### src/rtl/core/dbm_pkg.sv
package dbm_pkg;

    localparam int COORD_BITS      = 32;
    localparam int WEIGHT_SUM_BITS = 32;
    localparam int FIELD_BITS      = 16;
    localparam int BORDER_BITS     = COORD_BITS + 3;
    localparam int OUT_BITS        = COORD_BITS + 1;
    localparam int QUEUE_DEPTH     = 4;
    localparam int QUEUE_PTR_BITS  = $clog2(QUEUE_DEPTH);
    localparam int QUEUE_CNT_BITS  = $clog2(QUEUE_DEPTH + 1);

    typedef logic signed [BORDER_BITS-1:0] border_t;
    typedef logic [FIELD_BITS-1:0]         field_t;
    typedef logic [WEIGHT_SUM_BITS-1:0]    weight_sum_t;

    localparam border_t BORDER_MAX = {1'b0, {(BORDER_BITS-1){1'b1}}};
    localparam border_t BORDER_MIN = {1'b1, {(BORDER_BITS-1){1'b0}}};

    // one classified anchor as it travels through the queue
    typedef struct packed {
        border_t sum_lo;
        border_t diff_lo;
        border_t diff_hi;
        border_t sum_hi;
        field_t  weight;
        field_t  contig;
        logic    last;
    } anchor_t;

    // queue status seen by its two sides
    typedef struct packed {
        logic rd_valid;
        logic wr_ready;
    } queue_stat_t;

endpackage

### src/rtl/core/diagonal_band_merge_core.sv
// diagonal band merge core
//
// input channel (s_*): one alignment anchor per transaction, given by start
// column and row, width, length, weight and contig number; s_last_in_group
// closes the group. result channel (m_*): one enclosing band per group,
// sent only for the transaction that carried s_last_in_group.
//
// throughput: one anchor per cycle while the queue has a free entry. the front
// rotates each anchor into its four diagonal borders and writes it into a
// 4-entry queue; the back pops one entry per cycle, unless its result stages
// are full, into the running min/max and weight sum. a closing anchor passes
// the queue, then the snapshot, parity rounding and output registers, before
// its result shows on m_*.
//
// when the receiver stalls, the back keeps folding anchors until its three
// result stages are full, then holds; the queue fills and s_ready drops once
// it has 4 entries; nothing is lost or repeated.
// reset (aresetn low, synchronous) empties the queue, drops m_valid and
// returns the group state to no anchor seen.
module diagonal_band_merge_core (
    input  logic                                  aclk,
    input  logic                                  aresetn,
    // anchor transactions
    input  logic                                  s_valid,
    output logic                                  s_ready,
    input  logic signed [dbm_pkg::COORD_BITS-1:0] s_pos_x,
    input  logic signed [dbm_pkg::COORD_BITS-1:0] s_pos_y,
    input  logic [dbm_pkg::FIELD_BITS-1:0]        s_band_width,
    input  logic [dbm_pkg::FIELD_BITS-1:0]        s_band_length,
    input  logic [dbm_pkg::FIELD_BITS-1:0]        s_score_weight,
    input  logic [dbm_pkg::FIELD_BITS-1:0]        s_contig_id,
    input  logic                                  s_last_in_group,
    // merged band transactions
    output logic                                  m_valid,
    input  logic                                  m_ready,
    output logic signed [dbm_pkg::OUT_BITS-1:0]   m_merged_x,
    output logic signed [dbm_pkg::OUT_BITS-1:0]   m_merged_y,
    output logic [dbm_pkg::OUT_BITS-1:0]          m_merged_width,
    output logic [dbm_pkg::OUT_BITS-1:0]          m_merged_length,
    output logic [dbm_pkg::WEIGHT_SUM_BITS-1:0]   m_merged_weight,
    output logic [dbm_pkg::FIELD_BITS-1:0]        m_merged_contig
);
    import dbm_pkg::*;

    anchor_t     front_anchor, queue_anchor;
    queue_stat_t q_stat;
    logic        q_pop;

    // classification: borders are formed straight off the input ports
    dbm_front u_front (
        .pos_x         (s_pos_x),
        .pos_y         (s_pos_y),
        .band_width    (s_band_width),
        .band_length   (s_band_length),
        .score_weight  (s_score_weight),
        .contig_id     (s_contig_id),
        .last_in_group (s_last_in_group),
        .anchor        (front_anchor)
    );

    // decoupling queue, accepts whenever it has a free entry
    assign s_ready = q_stat.wr_ready;

    dbm_queue u_queue (
        .aclk    (aclk),
        .aresetn (aresetn),
        .push    (s_valid),
        .wr_data (front_anchor),
        .pop     (q_pop),
        .rd_data (queue_anchor),
        .stat    (q_stat)
    );

    // accumulate, round and emit
    dbm_back u_back (
        .aclk          (aclk),
        .aresetn       (aresetn),
        .anchor        (queue_anchor),
        .q_stat        (q_stat),
        .pop           (q_pop),
        .m_valid       (m_valid),
        .m_ready       (m_ready),
        .merged_x      (m_merged_x),
        .merged_y      (m_merged_y),
        .merged_width  (m_merged_width),
        .merged_length (m_merged_length),
        .merged_weight (m_merged_weight),
        .merged_contig (m_merged_contig)
    );

endmodule

### src/rtl/core/dbm_front.sv
module dbm_front (
    input  logic signed [dbm_pkg::COORD_BITS-1:0] pos_x,
    input  logic signed [dbm_pkg::COORD_BITS-1:0] pos_y,
    input  logic [dbm_pkg::FIELD_BITS-1:0]        band_width,
    input  logic [dbm_pkg::FIELD_BITS-1:0]        band_length,
    input  logic [dbm_pkg::FIELD_BITS-1:0]        score_weight,
    input  logic [dbm_pkg::FIELD_BITS-1:0]        contig_id,
    input  logic                                  last_in_group,
    output dbm_pkg::anchor_t                      anchor
);
    import dbm_pkg::*;

    border_t x_ext, y_ext, w_ext, l_ext, sum_b, diff_b;

    // rotate the anchor into sum and difference diagonals
    always_comb begin
        x_ext  = border_t'(pos_x);
        y_ext  = border_t'(pos_y);
        w_ext  = $signed({{(BORDER_BITS-FIELD_BITS){1'b0}}, band_width});
        l_ext  = $signed({{(BORDER_BITS-FIELD_BITS){1'b0}}, band_length});
        sum_b  = x_ext + y_ext;
        diff_b = x_ext - y_ext;
        anchor.sum_lo  = sum_b;
        anchor.diff_lo = diff_b;
        anchor.diff_hi = diff_b + ((w_ext - border_t'(1)) <<< 1);
        anchor.sum_hi  = sum_b + ((l_ext - border_t'(1)) <<< 1);
        anchor.weight  = score_weight;
        anchor.contig  = contig_id;
        anchor.last    = last_in_group;
    end

endmodule

### src/rtl/core/dbm_queue.sv
module dbm_queue (
    input  logic                  aclk,
    input  logic                  aresetn,
    input  logic                  push,
    input  dbm_pkg::anchor_t      wr_data,
    input  logic                  pop,
    output dbm_pkg::anchor_t      rd_data,
    output dbm_pkg::queue_stat_t  stat
);
    import dbm_pkg::*;

    anchor_t                   mem [QUEUE_DEPTH];
    logic [QUEUE_PTR_BITS-1:0] wptr_reg, rptr_reg;
    logic [QUEUE_CNT_BITS-1:0] count_reg;
    logic                      do_push, do_pop;

    assign stat.rd_valid = (count_reg != '0);
    assign stat.wr_ready = (count_reg != QUEUE_CNT_BITS'(QUEUE_DEPTH));
    assign do_push       = push && stat.wr_ready;
    assign do_pop        = pop && stat.rd_valid;
    assign rd_data       = mem[rptr_reg];

    always_ff @(posedge aclk) begin
        if (do_push) begin
            mem[wptr_reg] <= wr_data;
        end
    end

    always_ff @(posedge aclk) begin
        if (!aresetn) begin
            wptr_reg  <= '0;
            rptr_reg  <= '0;
            count_reg <= '0;
        end else begin
            if (do_push) begin
                wptr_reg <= wptr_reg + 1'b1;
            end
            if (do_pop) begin
                rptr_reg <= rptr_reg + 1'b1;
            end
            case ({do_push, do_pop})
                2'b10:   count_reg <= count_reg + 1'b1;
                2'b01:   count_reg <= count_reg - 1'b1;
                default: count_reg <= count_reg;
            endcase
        end
    end

endmodule

### src/rtl/core/dbm_back.sv
module dbm_back (
    input  logic                                  aclk,
    input  logic                                  aresetn,
    input  dbm_pkg::anchor_t                      anchor,
    input  dbm_pkg::queue_stat_t                  q_stat,
    output logic                                  pop,
    output logic                                  m_valid,
    input  logic                                  m_ready,
    output logic signed [dbm_pkg::OUT_BITS-1:0]   merged_x,
    output logic signed [dbm_pkg::OUT_BITS-1:0]   merged_y,
    output logic [dbm_pkg::OUT_BITS-1:0]          merged_width,
    output logic [dbm_pkg::OUT_BITS-1:0]          merged_length,
    output logic [dbm_pkg::WEIGHT_SUM_BITS-1:0]   merged_weight,
    output logic [dbm_pkg::FIELD_BITS-1:0]        merged_contig
);
    import dbm_pkg::*;

    localparam int ADJ_BITS  = BORDER_BITS + 1;
    localparam int WIDE_BITS = BORDER_BITS + 2;

    typedef logic signed [ADJ_BITS-1:0]  adj_t;
    typedef logic signed [WIDE_BITS-1:0] wide_t;

    // running group state
    border_t     smin_reg, dmin_reg, dmax_reg, smax_reg;
    border_t     smin_next, dmin_next, dmax_next, smax_next;
    weight_sum_t weight_reg, weight_next;
    field_t      contig_reg, contig_next;
    logic        open_reg;
    logic [WEIGHT_SUM_BITS:0] weight_add;

    // stage 1: snapshot of the closed group
    logic        snap_valid_reg;
    border_t     snap_smin_reg, snap_dmin_reg, snap_dmax_reg, snap_smax_reg;
    weight_sum_t snap_weight_reg;
    field_t      snap_contig_reg;

    // stage 2: borders rounded to even spans
    logic        adj_valid_reg;
    adj_t        adj_sminp_reg, adj_dmin_reg, adj_dmaxp2_reg, adj_smaxp2_reg;
    weight_sum_t adj_weight_reg;
    field_t      adj_contig_reg;
    logic        odd_lo, odd_dhi, odd_shi;

    // stage 3: output register
    logic        out_valid_reg;
    logic signed [OUT_BITS-1:0] out_x_reg, out_y_reg;
    logic [OUT_BITS-1:0]        out_w_reg, out_l_reg;
    weight_sum_t out_weight_reg;
    field_t      out_contig_reg;
    wide_t       sum_x, sum_y, sum_w, sum_l;

    logic out_ready, adj_ready, snap_ready, take;

    assign out_ready  = !out_valid_reg || m_ready;
    assign adj_ready  = !adj_valid_reg || out_ready;
    assign snap_ready = !snap_valid_reg || adj_ready;
    assign pop        = q_stat.rd_valid && snap_ready;
    assign take       = pop;

    always_comb begin
        smin_next   = (anchor.sum_lo < smin_reg) ? anchor.sum_lo : smin_reg;
        dmin_next   = (anchor.diff_lo < dmin_reg) ? anchor.diff_lo : dmin_reg;
        dmax_next   = (anchor.diff_hi > dmax_reg) ? anchor.diff_hi : dmax_reg;
        smax_next   = (anchor.sum_hi > smax_reg) ? anchor.sum_hi : smax_reg;
        contig_next = open_reg ? contig_reg : anchor.contig;
        weight_add  = {1'b0, weight_reg}
                    + {{(WEIGHT_SUM_BITS+1-FIELD_BITS){1'b0}}, anchor.weight};
        weight_next = weight_add[WEIGHT_SUM_BITS] ? {WEIGHT_SUM_BITS{1'b1}}
                                                  : weight_add[WEIGHT_SUM_BITS-1:0];
    end

    always_ff @(posedge aclk) begin
        if (!aresetn) begin
            smin_reg   <= BORDER_MAX;
            dmin_reg   <= BORDER_MAX;
            dmax_reg   <= BORDER_MIN;
            smax_reg   <= BORDER_MIN;
            weight_reg <= '0;
            contig_reg <= '0;
            open_reg   <= 1'b0;
        end else if (take) begin
            if (anchor.last) begin
                smin_reg   <= BORDER_MAX;
                dmin_reg   <= BORDER_MAX;
                dmax_reg   <= BORDER_MIN;
                smax_reg   <= BORDER_MIN;
                weight_reg <= '0;
                contig_reg <= '0;
                open_reg   <= 1'b0;
            end else begin
                smin_reg   <= smin_next;
                dmin_reg   <= dmin_next;
                dmax_reg   <= dmax_next;
                smax_reg   <= smax_next;
                weight_reg <= weight_next;
                contig_reg <= contig_next;
                open_reg   <= 1'b1;
            end
        end
    end

    always_ff @(posedge aclk) begin
        if (snap_ready) begin
            snap_smin_reg   <= smin_next;
            snap_dmin_reg   <= dmin_next;
            snap_dmax_reg   <= dmax_next;
            snap_smax_reg   <= smax_next;
            snap_weight_reg <= weight_next;
            snap_contig_reg <= contig_next;
        end
    end

    // parity of each span from the low bits; the lowered smin has dmin's parity
    assign odd_lo  = snap_smin_reg[0] ^ snap_dmin_reg[0];
    assign odd_dhi = snap_dmax_reg[0] ^ snap_dmin_reg[0];
    assign odd_shi = snap_smax_reg[0] ^ snap_dmin_reg[0];

    always_ff @(posedge aclk) begin
        if (adj_ready) begin
            adj_sminp_reg  <= adj_t'(snap_smin_reg)
                            - $signed({{(ADJ_BITS-1){1'b0}}, odd_lo});
            adj_dmin_reg   <= adj_t'(snap_dmin_reg);
            adj_dmaxp2_reg <= adj_t'(snap_dmax_reg)
                            + $signed({{(ADJ_BITS-2){1'b0}}, 1'b1, odd_dhi});
            adj_smaxp2_reg <= adj_t'(snap_smax_reg)
                            + $signed({{(ADJ_BITS-2){1'b0}}, 1'b1, odd_shi});
            adj_weight_reg <= snap_weight_reg;
            adj_contig_reg <= snap_contig_reg;
        end
    end

    // spans are even now, so halving is a plain bit drop
    always_comb begin
        sum_x = wide_t'(adj_sminp_reg) + wide_t'(adj_dmin_reg);
        sum_y = wide_t'(adj_sminp_reg) - wide_t'(adj_dmin_reg);
        sum_w = wide_t'(adj_dmaxp2_reg) - wide_t'(adj_dmin_reg);
        sum_l = wide_t'(adj_smaxp2_reg) - wide_t'(adj_sminp_reg);
    end

    always_ff @(posedge aclk) begin
        if (out_ready) begin
            out_x_reg      <= sum_x[OUT_BITS:1];
            out_y_reg      <= sum_y[OUT_BITS:1];
            out_w_reg      <= sum_w[OUT_BITS:1];
            out_l_reg      <= sum_l[OUT_BITS:1];
            out_weight_reg <= adj_weight_reg;
            out_contig_reg <= adj_contig_reg;
        end
    end

    always_ff @(posedge aclk) begin
        if (!aresetn) begin
            snap_valid_reg <= 1'b0;
            adj_valid_reg  <= 1'b0;
            out_valid_reg  <= 1'b0;
        end else begin
            if (snap_ready) begin
                snap_valid_reg <= take && anchor.last;
            end
            if (adj_ready) begin
                adj_valid_reg <= snap_valid_reg;
            end
            if (out_ready) begin
                out_valid_reg <= adj_valid_reg;
            end
        end
    end

    assign m_valid       = out_valid_reg;
    assign merged_x      = out_x_reg;
    assign merged_y      = out_y_reg;
    assign merged_width  = out_w_reg;
    assign merged_length = out_l_reg;
    assign merged_weight = out_weight_reg;
    assign merged_contig = out_contig_reg;

endmodule

### config.mk
export PLATFORM = sky130hd
export DESIGN_NAME = diagonal_band_merge_core
export DESIGN_NICKNAME = d
export VERILOG_FILES = /design/src/rtl/core/dbm_pkg.sv /design/src/rtl/core/diagonal_band_merge_core.sv /design/src/rtl/core/dbm_front.sv /design/src/rtl/core/dbm_queue.sv /design/src/rtl/core/dbm_back.sv
export SDC_FILE = /design/constraint.sdc
export NUM_CORES = 2
export LEC_CHECK = 0
export BUFFER_PORTS_ARGS = -buffer_cell sky130_fd_sc_hd__buf_2
export CAP_MARGIN = 25
export CORE_ASPECT_RATIO = 0.8
export CORE_MARGIN = 2
export CORE_UTILIZATION = 50
export DETAILED_ROUTE_END_ITERATION = 10
export PLACE_DENSITY = 0.69
export SETUP_SLACK_MARGIN = 0.02
export SYNTH_ARGS = -nofsm -noshare
export SYNTH_HDL_FRONTEND = slang
export SYNTH_HIERARCHICAL = 1
export SYNTH_SLANG_ARGS = --single-unit
export TNS_END_PERCENT = 1
### constraint.sdc
create_clock -name aclk -period 9.02 [get_ports aclk]
set_input_delay 0.902 -clock aclk [delete_from_list [all_inputs] [get_ports aclk]]
set_output_delay 0.902 -clock aclk [all_outputs]
set_load 0.01 [all_outputs]
==> results.yml <==
timing:
  slew_viol_final: 0
  timing.hold.ws_ns: 0.334
  skew_ns: 0.0271
  hold_violations: 0
  fmax_ghz: 0.180
  rsz0062_at_grt: "no"
  fin_crit_sh_pct: 61.5
  setup_violations: 0
  setup_tns_ns: 0
  slew_headroom_pct: 23.1
  worstMarginPinSlew_ns: 1.15
  min_period_ns: 5.55
drt:
  drt-initial-drc-count: 4528
  first_pass_iters: 9
  wl_per_cell_um: 22.2
  drcViolationCount: 0
  vias: 44700
  wl_um: 171000
  vias_per_cell: 5.81
  ant_nets: 0
die:
  fp.dieH_um: 342
  die_w_um: 426
  coreArea_um2: 141000
  die_area_um2: 145000
  rows: 123
  io_pins: 315
  start_util_pct: 50.5
clock_tree:
  clkTransAtPathRegs_ns: 0.06
  htreeDepth: 4
  cts_resized: 0
  cts_hold_buffers: 0
  cts.sinks: 1441
  clockRootBuffer: "clkbuf_16"
  cts_setup_buffers: 0
  cts_made_buffers: 146
  clockBufferDepth: 3
  clk_latency_ns: 0.78
  cts_tree: "done"
logic_synthesis:
  synth-main-ff-cell: "edfxtp_1"
  avgSynthCellArea_um2: 13.1
  synth.most_common_cell: "edfxtp_1"
  synthesis.area_um2: 71200
  synth-async-reset-ratio_pct: 0
  netlist_instances: 5426
  post-synth-top-area-fraction_pct: 52.3
  ys_types: 95
  synth_area_leader_cell: "edfxtp_1"
  yosysWarnings: 6
  ys_ff_latch: 1441
  synth_area_leaders: "edfxtp_1, ha_1, dfxtp_1, mux4_2, xnor2_1"
  synth_edf_count: 1240
  synth_seq_area_share_pct: 57.9
  synth_common_cells: "edfxtp_1, ha_1, inv_1"
  synthesis.nets: 5992
critical_path:
  critPathMaxStageDelay_ns: 0.50
  cp-start-kind: "input port"
  criticalPathCategory: "input port to register"
  crit_arrival_ns: 6.07
  end_kind: "register"
  critical_path.max_fanout: 8
  slowest_stage: "a2111oi_2"
  critPathRequiredTime_ns: 9.54
  crit_chain: "buf_2 -> ha_1 -> nor2b_1 -> o31a_1 -> nor2_1 -> o211ai_1 -> o21bai_2 -> o21ai_1 -> a2111oi_2 -> nor2_1 -> xnor2_1 -> ha_1 -> a21oi_1 -> nand2_1 -> a221o_1 -> a22o_1 -> a31o_2 -> o211ai_2 -> a21boi_1 -> a311o_1"
placement:
  dp_hpwl_um: 123000
  numPortBuffers: 314
  place_congestion: 0.906
worst_hold_path:
  hold_path.class: "input port to register"
power_and_ir_drop:
  vdd_drop_max_mv: 0.180
  intPower_mw: 17.1
  pwr-share-seq_pct: 39.5
  switching_share_pct: 36.5
  p_leak_nw: 30.6
  p_switching_mw: 9.86
  p_comb_share_pct: 38.2
  p_clk_share_pct: 22.3
  power_per_cell_area_nw_per_um2: 341
grt:
  grt_use_total_pct: 23.3
  grt_pass1_wl_um: 257000
  grt_pass1_vias: 41900
  grt_overflow: 0
  antenna_found_initial: 10
  grt_max_degree: 158
cells_and_area:
  largest_reg_flops: 692
  final_core_util_pct: 56.2
  num-nets-final: 6261
  drive_above_1_share_pct: 16.2
  top_register: "u_queue/mem"
  area_growth_pct: 11.3
run_status:
  status: "finished clean"
run:
  max_cap_viol_count: 0
[cells in the final DEF (no fill, tap or decap), drive strengths merged, types with 36 or more instances in the layout]
cell type and count:
edfxtp 1240, ha 423, inv 380, buf 358, nand2 292, a21oi 288
nor2 250, xnor2 249, o21ai 245, dfxtp 201, clkbuf 188, mux4 173
a21o 134, mux2 120, xor2 119, nand4 107, and2 75, nand3 73
nor3 72, nor2b 71, o22a 67, clkinv 50, and3 42, a21boi 42
o21bai 41, o21a 38, nand2b 36, o22ai 36
[per-stage QoR]
stage / area [um2] / total power [mW] / cells / setup WS (ns)
after floorplan: 71200 / 17.5 / 5426 / 0.500
after global placement: 74400 / 20.7 / 7416 / 2.82
after detailed placement: 74400 / 21.0 / 7418 / 2.76
after CTS: 79200 / 27.0 / 7687 / 3.52
after global routing: 79300 / 28.5 / 7693 / 3.05
final: 79300 / 27.0 / 7694 / 3.47
[cell type report]
cell class                 count  area [um2]
timing repair buffer         358        2020
clock inverter                81         855
antenna                        3        7.51
multi-input combinational   3378       27400
inverter                     370        1390
sequential                  1441       41300
tap                         1875        2350
fill                       11300       61700
clock buffer                 188        3950
[cell families (layout without fill, tap and decap cells)]
| family | Yosys count | count (layout) | share of synthesized area [%] |
|---|---|---|---|
| AO/OA/AOI/OAI | 1139 | 1139 | 10.6 |
| XOR/XNOR | 368 | 368 | 4.53 |
| adder cells (fa/ha/maj) | 433 | 433 | 7.71 |
| buffers and inverters | 607 | 997 | 3.69 |
| flip-flops | 1441 | 1441 | 57.9 |
| multiplexers | 302 | 302 | 7.50 |
| other | 0 | 3 | 0 |
| AND/OR/NAND/NOR | 1136 | 1136 | 8.00 |
[worst paths after layout]
check        slack [ns]                      from  cells after the start                      end
max                3.47                s_pos_x[2]                     20       u_queue/mem[3][98]
min                0.33         s_score_weight[6]                      1       u_queue/mem[1][23]
max reg2reg        3.57                  register                     13  u_back/snap_smax_reg[5]
min reg2reg        0.41  u_back/snap_dmin_reg[10]                      0  u_back/adj_dmin_reg[10]
[metal layers]
| layer | wire [um] | global-route usage (%) |
|---|---|---|
| met5 | 0 | 0 |
| met4 | 3950 | 6.12 |
| met3 | 13500 | 3.67 |
| met2 | 70700 | 32.2 |
| met1 | 82400 | 37.7 |
[power groups by stage]
stage / Clock, mW / Combinational [mW] / Sequential [mW]
3_3_place_gp: 0 / 10.0 / 10.7
5_1_grt: 6.41 / 11.3 / 10.8
2_1_floorplan: 0 / 6.87 / 10.6
3_5_place_dp: 0 / 10.1 / 10.8
6_report: 6.01 / 10.3 / 10.7
4_1_cts: 6.13 / 10.2 / 10.7
[critical path: cells and delay by family]
| family | cells | cell delay [ns] |
|---|---|---|
| XOR/XNOR | 1 | 0.41 |
| adder cells (fa/ha/maj) | 2 | 0.78 |
| buffers and inverters | 1 | 0.11 |
| AO/OA/AOI/OAI | 12 | 3.31 |
| AND/OR/NAND/NOR | 4 | 0.55 |
Note: power is estimated with default switching activity, not from simulation.
